## config.mk

```make
export PLATFORM = sky130hd
export DESIGN_NAME = go_back_n_sender_unit
export DESIGN_NICKNAME = d
export VERILOG_FILES = /design/src/rtl/gbns_pkg.sv /design/src/rtl/gbns_front.sv /design/src/rtl/gbns_back.sv /design/src/rtl/go_back_n_sender_unit.sv
export SDC_FILE = /design/constraint.sdc
export NUM_CORES = 1
export LEC_CHECK = 0
export BUFFER_PORTS_ARGS = -buffer_cell sky130_fd_sc_hd__clkbuf_2
export CORE_ASPECT_RATIO = 1.75
export CORE_UTILIZATION = 55
export DETAILED_ROUTE_END_ITERATION = 8
export HOLD_SLACK_MARGIN = 0.08
export PLACE_DENSITY = 0.73
export SLEW_MARGIN = 20
export SYNTH_ARGS = -nofsm -noshare
export SYNTH_HDL_FRONTEND = slang
export SYNTH_HIERARCHICAL = 1
export SYNTH_SLANG_ARGS = --single-unit
export TNS_END_PERCENT = 10
```

## constraint.sdc

```tcl
create_clock -name clk -period 11.83 [get_ports clk]
set_clock_uncertainty 0.05 [all_clocks]
set_input_delay 0 -clock clk [delete_from_list [all_inputs] [get_ports clk]]
set_output_delay 0 -clock clk [all_outputs]
set_load 0.05 [all_outputs]
```

## src/rtl/gbns_pkg.sv

```systemverilog
package gbns_pkg;

  // Event codes carried in the low two bits of an input item.
  typedef enum logic [1:0] {
    OP_START = 2'd0,
    OP_ACK   = 2'd1,
    OP_TICK  = 2'd2
  } op_t;

  // Sequencer states of the back end.
  typedef enum logic {
    ST_IDLE,
    ST_EMIT
  } state_t;

  // Fixed field widths.
  localparam int unsigned AckW     = 16;
  localparam int unsigned FrameW   = 16;
  localparam int unsigned WinRegW  = 7;
  localparam int unsigned CfgIdxW  = 2;
  localparam int unsigned CfgDataW = 16;
  localparam int unsigned InDataW  = 24;

  // Configuration register indexes.
  localparam logic [CfgIdxW-1:0] REG_WINDOW_SIZE   = 2'd0;
  localparam logic [CfgIdxW-1:0] REG_TOTAL_FRAMES  = 2'd1;
  localparam logic [CfgIdxW-1:0] REG_TIMEOUT_TICKS = 2'd2;

  // Configuration reset values.
  localparam logic [WinRegW-1:0] WindowSizeRst   = 7'd4;
  localparam logic [15:0]        TotalFramesRst  = 16'd10;
  localparam logic [15:0]        TimeoutTicksRst = 16'd2;

  // Result kinds.
  localparam logic KIND_SEND = 1'b0;
  localparam logic KIND_DONE = 1'b1;

  // One classified event waiting in the queue.
  typedef struct packed {
    op_t            op;
    logic [AckW-1:0] ack;
  } event_t;

  // Configuration registers as seen by the back end.
  typedef struct packed {
    logic [WinRegW-1:0] win_limit;
    logic [15:0]        frame_total;
    logic [15:0]        timeout_ticks;
  } cfg_t;

endpackage

```

## src/rtl/gbns_front.sv

```systemverilog
module gbns_front
  import gbns_pkg::*;
(
  input  logic               clk,
  input  logic               rst,
  input  logic               s_tvalid,
  output logic               s_tready,
  input  logic [InDataW-1:0] s_tdata,   // op [1:0], ack_number [17:2]
  output logic               ev_valid,
  output event_t             ev,
  input  logic               ev_pop
);

  localparam int unsigned Depth = 2;

  event_t      queue [Depth];
  logic        wr_ptr;
  logic        rd_ptr;
  logic [1:0]  count;
  logic [1:0]  count_next;
  logic [1:0]  op_raw;
  logic        known;
  logic        push;
  logic        pop;

  // Classify the incoming item: an unknown event code is taken and dropped.
  assign op_raw   = s_tdata[1:0];
  assign known    = (op_raw == OP_START) || (op_raw == OP_ACK) || (op_raw == OP_TICK);
  assign s_tready = (count != 2'(Depth));
  assign push     = s_tvalid && s_tready && known;
  assign pop      = ev_pop && ev_valid;

  assign ev_valid = (count != 2'd0);
  assign ev       = queue[rd_ptr];

  // Occupancy count.
  always_comb begin
    case ({push, pop})
      2'b10:   count_next = count + 2'd1;
      2'b01:   count_next = count - 2'd1;
      default: count_next = count;
    endcase
  end

  // Queue pointers and count.
  always_ff @(posedge clk) begin
    if (rst) begin
      wr_ptr <= 1'b0;
      rd_ptr <= 1'b0;
      count  <= 2'd0;
    end else begin
      count <= count_next;
      if (push) begin
        wr_ptr <= ~wr_ptr;
      end
      if (pop) begin
        rd_ptr <= ~rd_ptr;
      end
    end
  end

  // Queue storage.
  always_ff @(posedge clk) begin
    if (push) begin
      queue[wr_ptr] <= '{op: op_t'(op_raw), ack: s_tdata[AckW+1:2]};
    end
  end

endmodule

```

## src/rtl/gbns_back.sv

```systemverilog
module gbns_back
  import gbns_pkg::*;
#(
  parameter int SEQ_WIDTH  = 16,
  parameter int MAX_WINDOW = 64
) (
  input  logic              clk,
  input  logic              rst,
  input  cfg_t              cfg,
  input  logic              ev_valid,
  input  event_t            ev,
  output logic              ev_pop,
  output logic              m_tvalid,
  input  logic              m_tready,
  output logic [FrameW-1:0] m_tdata,  // frame_number [15:0]
  output logic              m_tuser,  // kind [0]
  output logic              m_tlast
);

  // Frame numbers never exceed the usable sequence space, capped by the
  // 16-bit total register.
  localparam int SW  = (SEQ_WIDTH < 16) ? SEQ_WIDTH : 16;
  localparam int SW1 = SW + 1;
  localparam int WW  = $clog2(MAX_WINDOW + 1);
  localparam logic [15:0] SeqCap = 16'((64'd1 << SW) - 64'd1);

  state_t            state, state_next;
  logic [SW-1:0]     base, base_next;
  logic [SW-1:0]     nxt, nxt_next;
  logic [15:0]       idle, idle_next;
  logic              active, active_next;
  logic              o_valid_next;
  logic [FrameW-1:0] o_data_next;
  logic              o_user_next;
  logic              o_last_next;

  logic [SW-1:0]     tot;
  logic [WW-1:0]     win;
  logic [SW:0]       limit;
  logic [SW:0]       nxt_inc;
  logic [16:0]       ack_inc;
  logic [SW-1:0]     ack_base;
  logic [15:0]       idle_sat;
  logic              out_free;
  logic              load;
  logic              load_kind;
  logic [SW-1:0]     load_frame;
  logic              load_last;

  // Effective total and window, and the window limit.
  always_comb begin
    if (cfg.frame_total > SeqCap) begin
      tot = SW'(SeqCap);
    end else begin
      tot = SW'(cfg.frame_total);
    end
    if (cfg.win_limit == '0) begin
      win = WW'(1);
    end else if (cfg.win_limit > WinRegW'(MAX_WINDOW)) begin
      win = WW'(MAX_WINDOW);
    end else begin
      win = WW'(cfg.win_limit);
    end
  end

  assign limit    = {1'b0, base} + SW1'(win);
  assign nxt_inc  = {1'b0, nxt} + SW1'(1);
  assign ack_inc  = {1'b0, ev.ack} + 17'd1;
  assign ack_base = (ack_inc > 17'(tot)) ? tot : SW'(ack_inc);
  assign idle_sat = (idle == 16'hFFFF) ? idle : idle + 16'd1;
  assign out_free = !m_tvalid || m_tready;

  // Sequencer: take one event, then send frames one per cycle while the output register is free.
  always_comb begin
    state_next  = state;
    base_next   = base;
    nxt_next    = nxt;
    idle_next   = idle;
    active_next = active;
    ev_pop      = 1'b0;
    load        = 1'b0;
    load_kind   = KIND_SEND;
    load_frame  = nxt;
    load_last   = 1'b0;
    case (state)
      ST_IDLE: begin
        if (ev_valid) begin
          ev_pop = 1'b1;
          case (ev.op)
            OP_START: begin
              base_next   = '0;
              nxt_next    = '0;
              idle_next   = '0;
              active_next = 1'b1;
              state_next  = ST_EMIT;
            end
            OP_ACK: begin
              if (active) begin
                idle_next  = '0;
                state_next = ST_EMIT;
                if (ev.ack >= 16'(base)) begin
                  base_next = ack_base;
                  if (nxt < ack_base) begin
                    nxt_next = ack_base;
                  end
                end
              end
            end
            OP_TICK: begin
              if (active) begin
                state_next = ST_EMIT;
                if (idle_sat >= cfg.timeout_ticks) begin
                  nxt_next  = base;
                  idle_next = '0;
                end else begin
                  idle_next = idle_sat;
                end
              end
            end
            default: begin
            end
          endcase
        end
      end
      ST_EMIT: begin
        if (base >= tot) begin
          // Transfer complete: one done result carrying the total.
          if (out_free) begin
            load        = 1'b1;
            load_kind   = KIND_DONE;
            load_frame  = tot;
            load_last   = 1'b1;
            active_next = 1'b0;
            state_next  = ST_IDLE;
          end
        end else if (({1'b0, nxt} < limit) && (nxt < tot)) begin
          if (out_free) begin
            load      = 1'b1;
            load_last = (nxt_inc >= limit) || (nxt_inc >= {1'b0, tot});
            nxt_next  = SW'(nxt_inc);
          end
        end else begin
          state_next = ST_IDLE;
        end
      end
      default: begin
        state_next = ST_IDLE;
      end
    endcase
  end

  // Output register next values.
  always_comb begin
    o_valid_next = m_tvalid && !m_tready;
    o_data_next  = m_tdata;
    o_user_next  = m_tuser;
    o_last_next  = m_tlast;
    if (load) begin
      o_valid_next = 1'b1;
      o_data_next  = FrameW'(load_frame);
      o_user_next  = load_kind;
      o_last_next  = load_last;
    end
  end

  // Control state.
  always_ff @(posedge clk) begin
    if (rst) begin
      state    <= ST_IDLE;
      base     <= '0;
      nxt      <= '0;
      idle     <= '0;
      active   <= 1'b0;
      m_tvalid <= 1'b0;
    end else begin
      state    <= state_next;
      base     <= base_next;
      nxt      <= nxt_next;
      idle     <= idle_next;
      active   <= active_next;
      m_tvalid <= o_valid_next;
    end
  end

  // Output payload.
  always_ff @(posedge clk) begin
    m_tdata <= o_data_next;
    m_tuser <= o_user_next;
    m_tlast <= o_last_next;
  end

endmodule

```

## src/rtl/go_back_n_sender_unit.sv

```systemverilog
// Go-Back-N ARQ sender.
// The slave stream takes events: start a transfer, an ACK, or a timer tick.
// Each event may cause a burst of results on the master stream: one item per
// frame number to transmit, or a single done item once the window base
// reaches the total. tlast marks the final item of each burst; an event that
// causes nothing produces no item.
// Events pass through a two-entry queue into a sequencer. The sequencer
// takes an event, then sends its frames in order and returns to idle once it
// finds the window exhausted; a done item ends the transfer, and an event
// ignored while no transfer is active leaves the sequencer idle. The first
// result passes through the event queue, the sequencer state and the output
// register, and a burst streams one item per cycle while tready stays high.
// When the receiver holds tready low, the sequencer pauses with the result
// held and the queue fills; s_tready drops once two events are waiting.
// Configuration is written through cfg_we, cfg_index and cfg_data; the user
// must write it only while the block is idle, which the block itself does
// not enforce. Reset (rst, synchronous) empties the queue, clears the
// transfer state and restores window 4, total 10 and timeout 2.
module go_back_n_sender_unit
  import gbns_pkg::*;
#(
  parameter int SEQ_WIDTH  = 16,
  parameter int MAX_WINDOW = 64
) (
  input  logic                clk,
  input  logic                rst,
  input  logic                s_tvalid,
  output logic                s_tready,
  input  logic [InDataW-1:0]  s_tdata,   // op [1:0], ack_number [17:2]
  output logic                m_tvalid,
  input  logic                m_tready,
  output logic [FrameW-1:0]   m_tdata,   // frame_number [15:0]
  output logic                m_tuser,   // kind [0]
  output logic                m_tlast,
  input  logic                cfg_we,
  input  logic [CfgIdxW-1:0]  cfg_index,
  input  logic [CfgDataW-1:0] cfg_data
);

  cfg_t   cfg;
  logic   ev_valid;
  event_t ev;
  logic   ev_pop;

  // Configuration registers.
  always_ff @(posedge clk) begin
    if (rst) begin
      cfg.win_limit     <= WindowSizeRst;
      cfg.frame_total   <= TotalFramesRst;
      cfg.timeout_ticks <= TimeoutTicksRst;
    end else if (cfg_we) begin
      case (cfg_index)
        REG_WINDOW_SIZE:   cfg.win_limit     <= cfg_data[WinRegW-1:0];
        REG_TOTAL_FRAMES:  cfg.frame_total   <= cfg_data;
        REG_TIMEOUT_TICKS: cfg.timeout_ticks <= cfg_data;
        default: begin
        end
      endcase
    end
  end

  gbns_front u_front (
    .clk      (clk),
    .rst      (rst),
    .s_tvalid (s_tvalid),
    .s_tready (s_tready),
    .s_tdata  (s_tdata),
    .ev_valid (ev_valid),
    .ev       (ev),
    .ev_pop   (ev_pop)
  );

  gbns_back #(
    .SEQ_WIDTH  (SEQ_WIDTH),
    .MAX_WINDOW (MAX_WINDOW)
  ) u_back (
    .clk      (clk),
    .rst      (rst),
    .cfg      (cfg),
    .ev_valid (ev_valid),
    .ev       (ev),
    .ev_pop   (ev_pop),
    .m_tvalid (m_tvalid),
    .m_tready (m_tready),
    .m_tdata  (m_tdata),
    .m_tuser  (m_tuser),
    .m_tlast  (m_tlast)
  );

endmodule

```

==> summary.txt, run 1 <==
Status
  • Outcome: complete, no violations

Clocking
  • TritonCTS buffer count: 17
  • Htree depth: 4
  • Clock tree buffer depth: 2
  • Post-CTS Setup Bufs: 0
  • Later-pin clock latency in the skew report: ~0.44 ns
  • Sink Count: about 150
  • Root buf cell: clkbuf_16
  • # resized after CTS: 0
  • CTS tree: built
  • Reg clk slew, reported paths: about 0.060 ns

Routing
  • Post-Route WL: 29,100 um
  • Via count: a little over 9k
  • Avg WL per Cell: around 19 um
  • Antenna Violating Nets Remaining: 0
  • 1st-iter DRT viols: between 500 and 600
  • DR pass1 iterations: 8
  • # DRC: 0
  • Via density: 5.97

Floorplan
  • Die height: between 150 and 200 um
  • IO Count: 67
  • Row cnt: approximately 70
  • Starting Density: 0.560
  • Die X: roughly 110 um
  • Core ar.: 0.0197 mm2
  • Full die area: approximately 0.021 mm2

Layout
  • Final net count: about 1.5k
  • Commonest non-fill, non-tap cell in the layout: ha_1
  • Commonest cells after routing, fill and taps aside: 157 x ha_1, 98 x nor2_1, 95 x dfxtp_1, 87 x inv_1, 83 x nand2b_1
  • Antenna diodes: 0
  • Final cell count without fillers: between 1.5k and 2k
  • Final Instance Area: between 0.01 and 0.015 mm2
  • Fraction of layout cells with a size suffix above 1: 0.120
  • Util after Layout: 0.635
  • Area Overhead vs Synth: 13.5%

Pwr
  • Net Sw Frac: 0.365
  • Power Total: roughly 0.0019 W
  • Pwr/cell area: 150 mW/mm2
  • Clock Power Share: 0.307
  • LEAKAGE: between 5 and 6 nW
  • Sequential share of power: 0.330
  • Internal Power: 0.00120 W
  • VDD IR-drop max: between 0.1 and 0.15 mV
  • Net Sw Power: roughly 0.00069 W
  • Comb pwr share: 0.364

Synth
  • Post-synth EDFFs: between 50 and 60
  • Post-Syn Instances: around 1.2k
  • Most used DFF post-synth: dfxtp_1
  • Post-synth ARST share: 0
  • Yosys warnings: 6
  • Syn avg cell area: around 9.4 um2
  • Unique cell type count in the Yosys netlist: just under 80
  • Seq/Total Area, Yosys: 0.319
  • Syn Nets: 1,387
  • Yosys reg bits: roughly 150
  • Synth Cell Area: between 0.01 and 0.015 mm2

Timing
  • Worst-margin pin slew: roughly 1.1 ns
  • Slew Limit Headroom: 0.253
  • Final hold vios: 0
  • Tcrit/Tclk final: 0.650
  • RSZ-0062 raised after global routing: false
  • Final min period: 7.69 ns
  • Setup TNS: 0 ns
  • Max Slew Vio Count: 0
  • Fmax: ~130 MHz
  • Finish-stage setup viols: 0

Hold path
  • Class of the worst hold path: in2reg
  • Hold_sp: cfg_index[0]
  • Min-Delay Path Depth: 3
  • Min-Delay Endpoint: cfg[37]

Setup path
  • Critical path's largest stage delay: 0.86 ns
  • Arr. time, crit path: between 7 and 8 ns
  • WP buf/inv: 1
  • Most used cell, CP: nand3_1
  • Worst Setup Path Type: reg2reg
  • Cell chain of the critical path: mux2_2 > nand3_1 > nor4_1 > nand3_1 > xnor2_1 > ha_1 > nand3_1 > or2_2 > nand2b_1 > o211ai_2 > mux2_2 > inv_1 > ha_1 > nand3_1 > nor3_1 > o31ai_1 > o211ai_1 > nor2_1 > a21o_1 > o22ai_4 > mux2_2
  • Critical R2R Capture: u_back/nxt[1]
  • Slowest stage cell, crit path: nor4_1
  • CP startpoint kind: register
  • Largest delay share family, worst path: simple AND/OR/NAND/NOR gates
  • R2R depth: 21
  • Critical path required time: between 10 and 15 ns
  • R2r setup slk: between 4 and 5 ns
  • CP max FO: 18
  • Critical Path Sink Type: register

GRT
  • Number of global-route vias before repair: 9,088
  • Total track usage: 0.294
  • First-pass GRT wire length: about 46,000 um
  • Largest net degree at the start of global routing: between 100 and 150
  • Antenna violations before repair: 0
  • Total grt overflow: 0

Placed design
  • Placed cell count: ~1.5k
  • Post-DP HPWL: ~23,000 um
  • Placer congestion estimate: roughly 0.96
  • Number of port buffers: 60
  • Area after DPL: between 0.01 and 0.015 mm2

Flow run
  • Max-cap viol count: 0
cell families after synthesis:
kind of cell | synth area share
adder cells (fa/ha/maj) | 0.180
XOR/XNOR | 0.0444
multiplexers | 0.0940
AND/OR/NAND/NOR | 0.178
buffers and inverters | 0.0463
flip-flops | 0.319
AO/OA/AOI/OAI | 0.139
final cells by class:
class,count,area (um2)
well taps,245,307
repair buffers,103,721
clock buffers,23,522
flip-flops and latches,149,3520
clock inverters,9,110
multi-input cells,911,7030
inverters,87,327
fillers,1667,7200
state kept, by name (all words and copies together) (netlist names), named ones only:
register	count
u_back/state	1
u_back/m_tuser	1
u_back/base	16
u_back/nxt	16
u_back/m_tdata	16
u_back/m_tlast	1
u_front/wr_ptr	1
u_back/active	1
u_back/idle	16
cfg	39
u_front/count	2
u_front/rd_ptr	1
u_front/queue	36
u_back/m_tvalid	1
tightest hold or removal path, stage by stage:
cell and delay (ns):
clkbuf_2 0.09, or3b_1 0.37, mux2i_1 0.13
per-stage QoR:
| stage | setup WS [ns] | hold slack [ns] |
|---|---|---|
| global placement | 4.30 | 0.141 |
| CTS | 4.18 | 0.142 |
| detailed placement | 4.17 | 0.142 |
| global route | 3.83 | 0.201 |
| finish | 4.14 | 0.152 |
| floorplan | 6.29 | 0.0191 |
repair_timing:
| action | in CTS | in global routing |
|---|---|---|
| endpoints found under the hold margin | 95 | 0 |
| hold buffers | 38 | 0 |
| endpoints found under the setup margin | 0 | 0 |
cells in the mapped netlist (10+ instances only):
library cell  instances  area share
dfxtp_1              95        0.17
a21o_1               19       0.013
edfxtp_1             54        0.15
and3_1               14      0.0079
a21oi_1              57       0.026
xor2_1               16       0.013
xnor2_1              40       0.032
clkbuf_1             24      0.0082
o21ai_0              49       0.022
nand2_1              37       0.013
inv_1                87       0.030
mux2_2               38       0.039
a22oi_1              36       0.024
nor2b_1              21       0.012
ha_1                157        0.18
nand4_1              26       0.015
a211oi_1             12      0.0082
mux2i_1              61       0.055
nand2b_1             83       0.047
nor3_1               10      0.0045
nand3_1              35       0.016
nor2_1              100       0.034
routing by layer:
| layer | part of all wire | routed length, um | GRT usage |
|---|---|---|---|
| met1 | 0.38 | 11000 | 0.303 |
| met2 | 0.52 | 15100 | 0.529 |
| met3 | 0.031 | 912 | 0.0428 |
| met4 | 0.071 | 2050 | 0.212 |
| met5 | 0 | 0 | 0 |
power by group through the flow:
| stage | Clock, W | Combinational (W) | Sequential, W |
|---|---|---|---|
| 2_1_floorplan | 0 | 0.000477 | 0.000639 |
| 3_3_place_gp | 0 | 0.000649 | 0.000629 |
| 3_5_place_dp | 0 | 0.000661 | 0.000631 |
| 4_1_cts | 0.000588 | 0.000676 | 0.000620 |
| 5_1_grt | 0.000607 | 0.000750 | 0.000626 |
| 6_report | 0.000578 | 0.000684 | 0.000620 |
worst max path at each step:
| stage | startpoint | end | slack (ns) | depth (start not counted) |
|---|---|---|---|---|
| final | register | u_back/nxt[1] | 4.14 | 21 |
| after global routing | register | u_back/nxt[1] | 3.83 | 22 |
| after CTS | register | u_back/nxt[1] | 4.18 | 21 |
| after detailed placement | register | u_back/nxt[1] | 4.17 | 21 |
| after global placement | register | u_back/nxt[15] | 4.30 | 21 |
| after floorplan | register | u_back/nxt[15] | 6.29 | 25 |
Note: power is estimated with default switching activity, not from simulation.
==> run 2, diff against run 1 <==
- ABC_AREA: not set -> 1
- PLACE_DENSITY: 0.73 -> 0.76
- clock period: 11.83 -> 7 ns (I/O delays scaled with it)
==> summary.txt, run 2 <==
Clocking
  • Cts hold-fix bufs: 42 (+11%)
  • Sink Count: 149 (unchanged)
  • TritonCTS buffer count: 17 (unchanged)
  • Htree depth: 4 (unchanged)
  • Later-pin clock latency in the skew report: 0.45 ns (about the same)
  • # resized after CTS: 0 (unchanged)
  • CTS tree: built
  • Reg clk slew, reported paths: 0.06 ns (about the same)
  • Clock tree buffer depth: 2 (unchanged)
  • Post-CTS Setup Bufs: 0 (unchanged)
  • Root buf cell: clkbuf_16

Timing
  • Setup TNS: 0 ns (unchanged)
  • Fmax: 174 MHz (+34%)
  • Finish-stage setup viols: 0 (unchanged)
  • RSZ-0062 raised after global routing: false
  • Max Slew Vio Count: 0 (unchanged)
  • Worst-margin pin slew: 1.13 ns (+0.00978 ns)
  • Slew Limit Headroom: 0.249 (-0.00398)
  • Final min period: 5.74 ns (-1.95 ns)
  • Tcrit/Tclk final: 0.820 (+0.170)
  • Final hold vios: 0 (unchanged)

GRT
  • Total grt overflow: 0 (unchanged)
  • First-pass GRT wire length: 47,500 um (+4.2%)
  • Largest net degree at the start of global routing: 40 (-63%)
  • Antenna violations before repair: 1 (+1)
  • Number of global-route vias before repair: 10.2k (+13%)
  • Total track usage: 0.284 (-0.0105)

Pwr
  • LEAKAGE: 5.98 nW (+9.9%)
  • Clock Power Share: 0.202 (-0.105)
  • Pwr/cell area: 351 mW/mm2 (+130%)
  • Power Total: 0.00448 W (+140%)
  • Comb pwr share: 0.521 (+0.157)
  • VDD IR-drop max: 0.258 mV (+120%)
  • Internal Power: 0.00241 W (+100%)
  • Net Sw Power: 0.00207 W (+200%)
  • Sequential share of power: 0.276 (-0.054)
  • Net Sw Frac: 0.461 (+0.0961)

Layout
  • Commonest cells after routing, fill and taps aside: 314 x nand2_1, 209 x inv_1, 170 x nor2_1, 157 x ha_1, 113 x a21oi_1
  • Largest Register: cfg
  • Fillers: 1,752 (+5.1%)
  • Commonest non-fill, non-tap cell in the layout: nand2_1
  • Final net count: 1,810 (+23%)
  • Fraction of layout cells with a size suffix above 1: 0.0927 (-0.0274)
  • Largest register FFs: 39 (unchanged)
  • Util after Layout: 0.630 (-0.00567)
  • Final cell count without fillers: 1,867 (+22%)
  • Top flop regs: cfg: 39 flops, u_front/queue: 36 flops
  • Area Overhead vs Synth: 12.1%

Synth
  • Most frequent cell after synthesis: nand2_1
  • Yosys reg bits: 149 (unchanged)
  • Seq/Total Area, Yosys: 0.309 (-0.00962)
  • Yosys warnings: 6 (unchanged)
  • Synth Cell Area: 0.0114 mm2 (+3.1%)
  • Most instantiated cells after synthesis: 314 x nand2_1, 210 x inv_1, 171 x nor2_1, 157 x ha_1, 113 x a21oi_1
  • Share of the synthesized area in the top cell type: 0.172 (-0.00537)
  • Most used DFF post-synth: dfxtp_1
  • Syn avg cell area: 7.48 um2 (-20%)
  • Post-synth EDFFs: 54 (unchanged)
  • Syn Nets: 1,729 (+25%)
  • Post-Syn Instances: 1,524 (+29%)
  • Area contributors post-synth: ha_1 17%, dfxtp_1 17%, edfxtp_1 14%
  • Post-synth top area cell: ha_1
  • Post-synth ARST share: 0 (unchanged)
  • Unique cell type count in the Yosys netlist: 54 (-31%)

Floorplan
  • Core ar.: 0.0203 mm2 (+2.8%)
  • Die height: 192 um (+1.5%)
  • IO Count: 67 (unchanged)
  • Starting Density: 0.562 (+0.00180)
  • Die X: 111 um (+1.5%)
  • Row cnt: 69 (+1.5%)
  • Full die area: 0.0213 mm2 (+3.1%)

Routing
  • # DRC: 0 (unchanged)
  • 1st-iter DRT viols: 564 (-3.9%)
  • Antenna Violating Nets Remaining: 0 (unchanged)
  • Via count: 10.5k (+15%)
  • DR pass1 iterations: 5 (-3)
  • Post-Route WL: 29,800 um (+2.5%)
  • Via density: 5.62 (-5.9%)
  • Avg WL per Cell: 15.9 um (-16%)

Setup path
  • CP max FO: 32 (+14)
  • Worst Setup Path Type: reg2reg
  • Critical Path Sink Type: register
  • Critical path's largest stage delay: 0.48 ns (-0.38 ns)
  • Slowest stage cell, crit path: dfxtp_1
  • CP startpoint kind: register
  • Critical path required time: 7.29 ns (-4.81 ns)
  • Most used cell, CP: nand2_1
  • Arr. time, crit path: 6.02 ns (-1.94 ns)

Placed design
  • Placer congestion estimate: 0.972 (+1.6%)
  • Placed cell count: 1,792 (+23%)
  • Number of port buffers: 60 (unchanged)
  • Post-DP HPWL: 22,600 um (+0.28%)

Flow run
  • Max-cap viol count: 0 (unchanged)

Hold path
  • Class of the worst hold path: in2reg

Status
  • Outcome: complete, no violations
run 2: cell types whose count changed in the layout (fill, tap and decap cells not counted), moves of 31 or more:
| cell | delta |
|---|---|
| nand2b_1 | -83 |
| mux2i_1 | -61 |
| inv_1 | +122 |
| a21oi_1 | +56 |
| nor2_1 | +72 |
| nand2_1 | +277 |
| xnor2_1 | -31 |
run 2: critical path, delay by kind of cell, from the launching register on:
kind	cells	cell delay [ns]
muxes	1	0.29
AOI/OAI and AO/OA	2	0.29
buffers and inverters	3	0.55
DFF	1	0.48
and+or+nand+nor	19	3.23
xor gates and xnor gates	1	0.17
adders and majority gates	2	0.56
run 2: kinds of logic after synthesis:
logic type,share of synthesized area
simple gates,0.236
compound gates,0.132
mux,0.0211
xor+xnor,0.0330
fa+ha+maj,0.174
flops,0.309
buf+inv,0.0942
run 2: path summary, 6_finish.rpt:
kind               startpoint                   end  slack (ns)  cells after the start
hold / removal    s_tdata[13]  u_front/queue[0][11]        0.24                      2
setup reg to reg     register         u_back/nxt[8]        1.26                     28
hold reg to reg        cfg[1]                cfg[1]        0.42                      2
setup / recovery     register         u_back/nxt[8]        1.26                     28
run 2: cell type report:
class | instances | area, um2 | share of cell area
Timing Repair Buffer | 106 | 751 | 0.0588
Sequential cell | 149 | 3520 | 0.276
Antenna cell | 1 | 2.50 | 0.000196
Clock buffer | 19 | 454 | 0.0356
Tap cell | 248 | 310 | 0.0243
Clock inverter | 13 | 120 | 0.00940
Inverter | 216 | 811 | 0.0635
Multi-Input combinational cell | 1115 | 6800 | 0.533
run 2: through the flow:
step	setup slack, ns	instance area, um2	hold slack, ns
final	1.26	12800	0.242
after global routing	0.804	12800	0.250
after CTS	1.37	12800	0.228
after detailed placement	1.39	11800	0.144
after global placement	1.47	11800	0.140
after floorplan	2.42	11400	0.0489
run 2: power groups by stage:
stage | Sequential [W] | Combinational, W | Clock (W)
finish | 0.00124 | 0.00234 | 0.000906
global route | 0.00126 | 0.00264 | 0.000952
CTS | 0.00123 | 0.00230 | 0.000918
detailed placement | 0.00125 | 0.00227 | 0
floorplan | 0.00124 | 0.00171 | 0
global placement | 0.00125 | 0.00220 | 0
run 2: per-layer routing:
layer	global-route usage	part of all wire	wire length, um
met1	0.274	0.36	10800
met2	0.545	0.53	15800
met5	0	0	0
met4	0.200	0.062	1840
met3	0.0446	0.045	1340
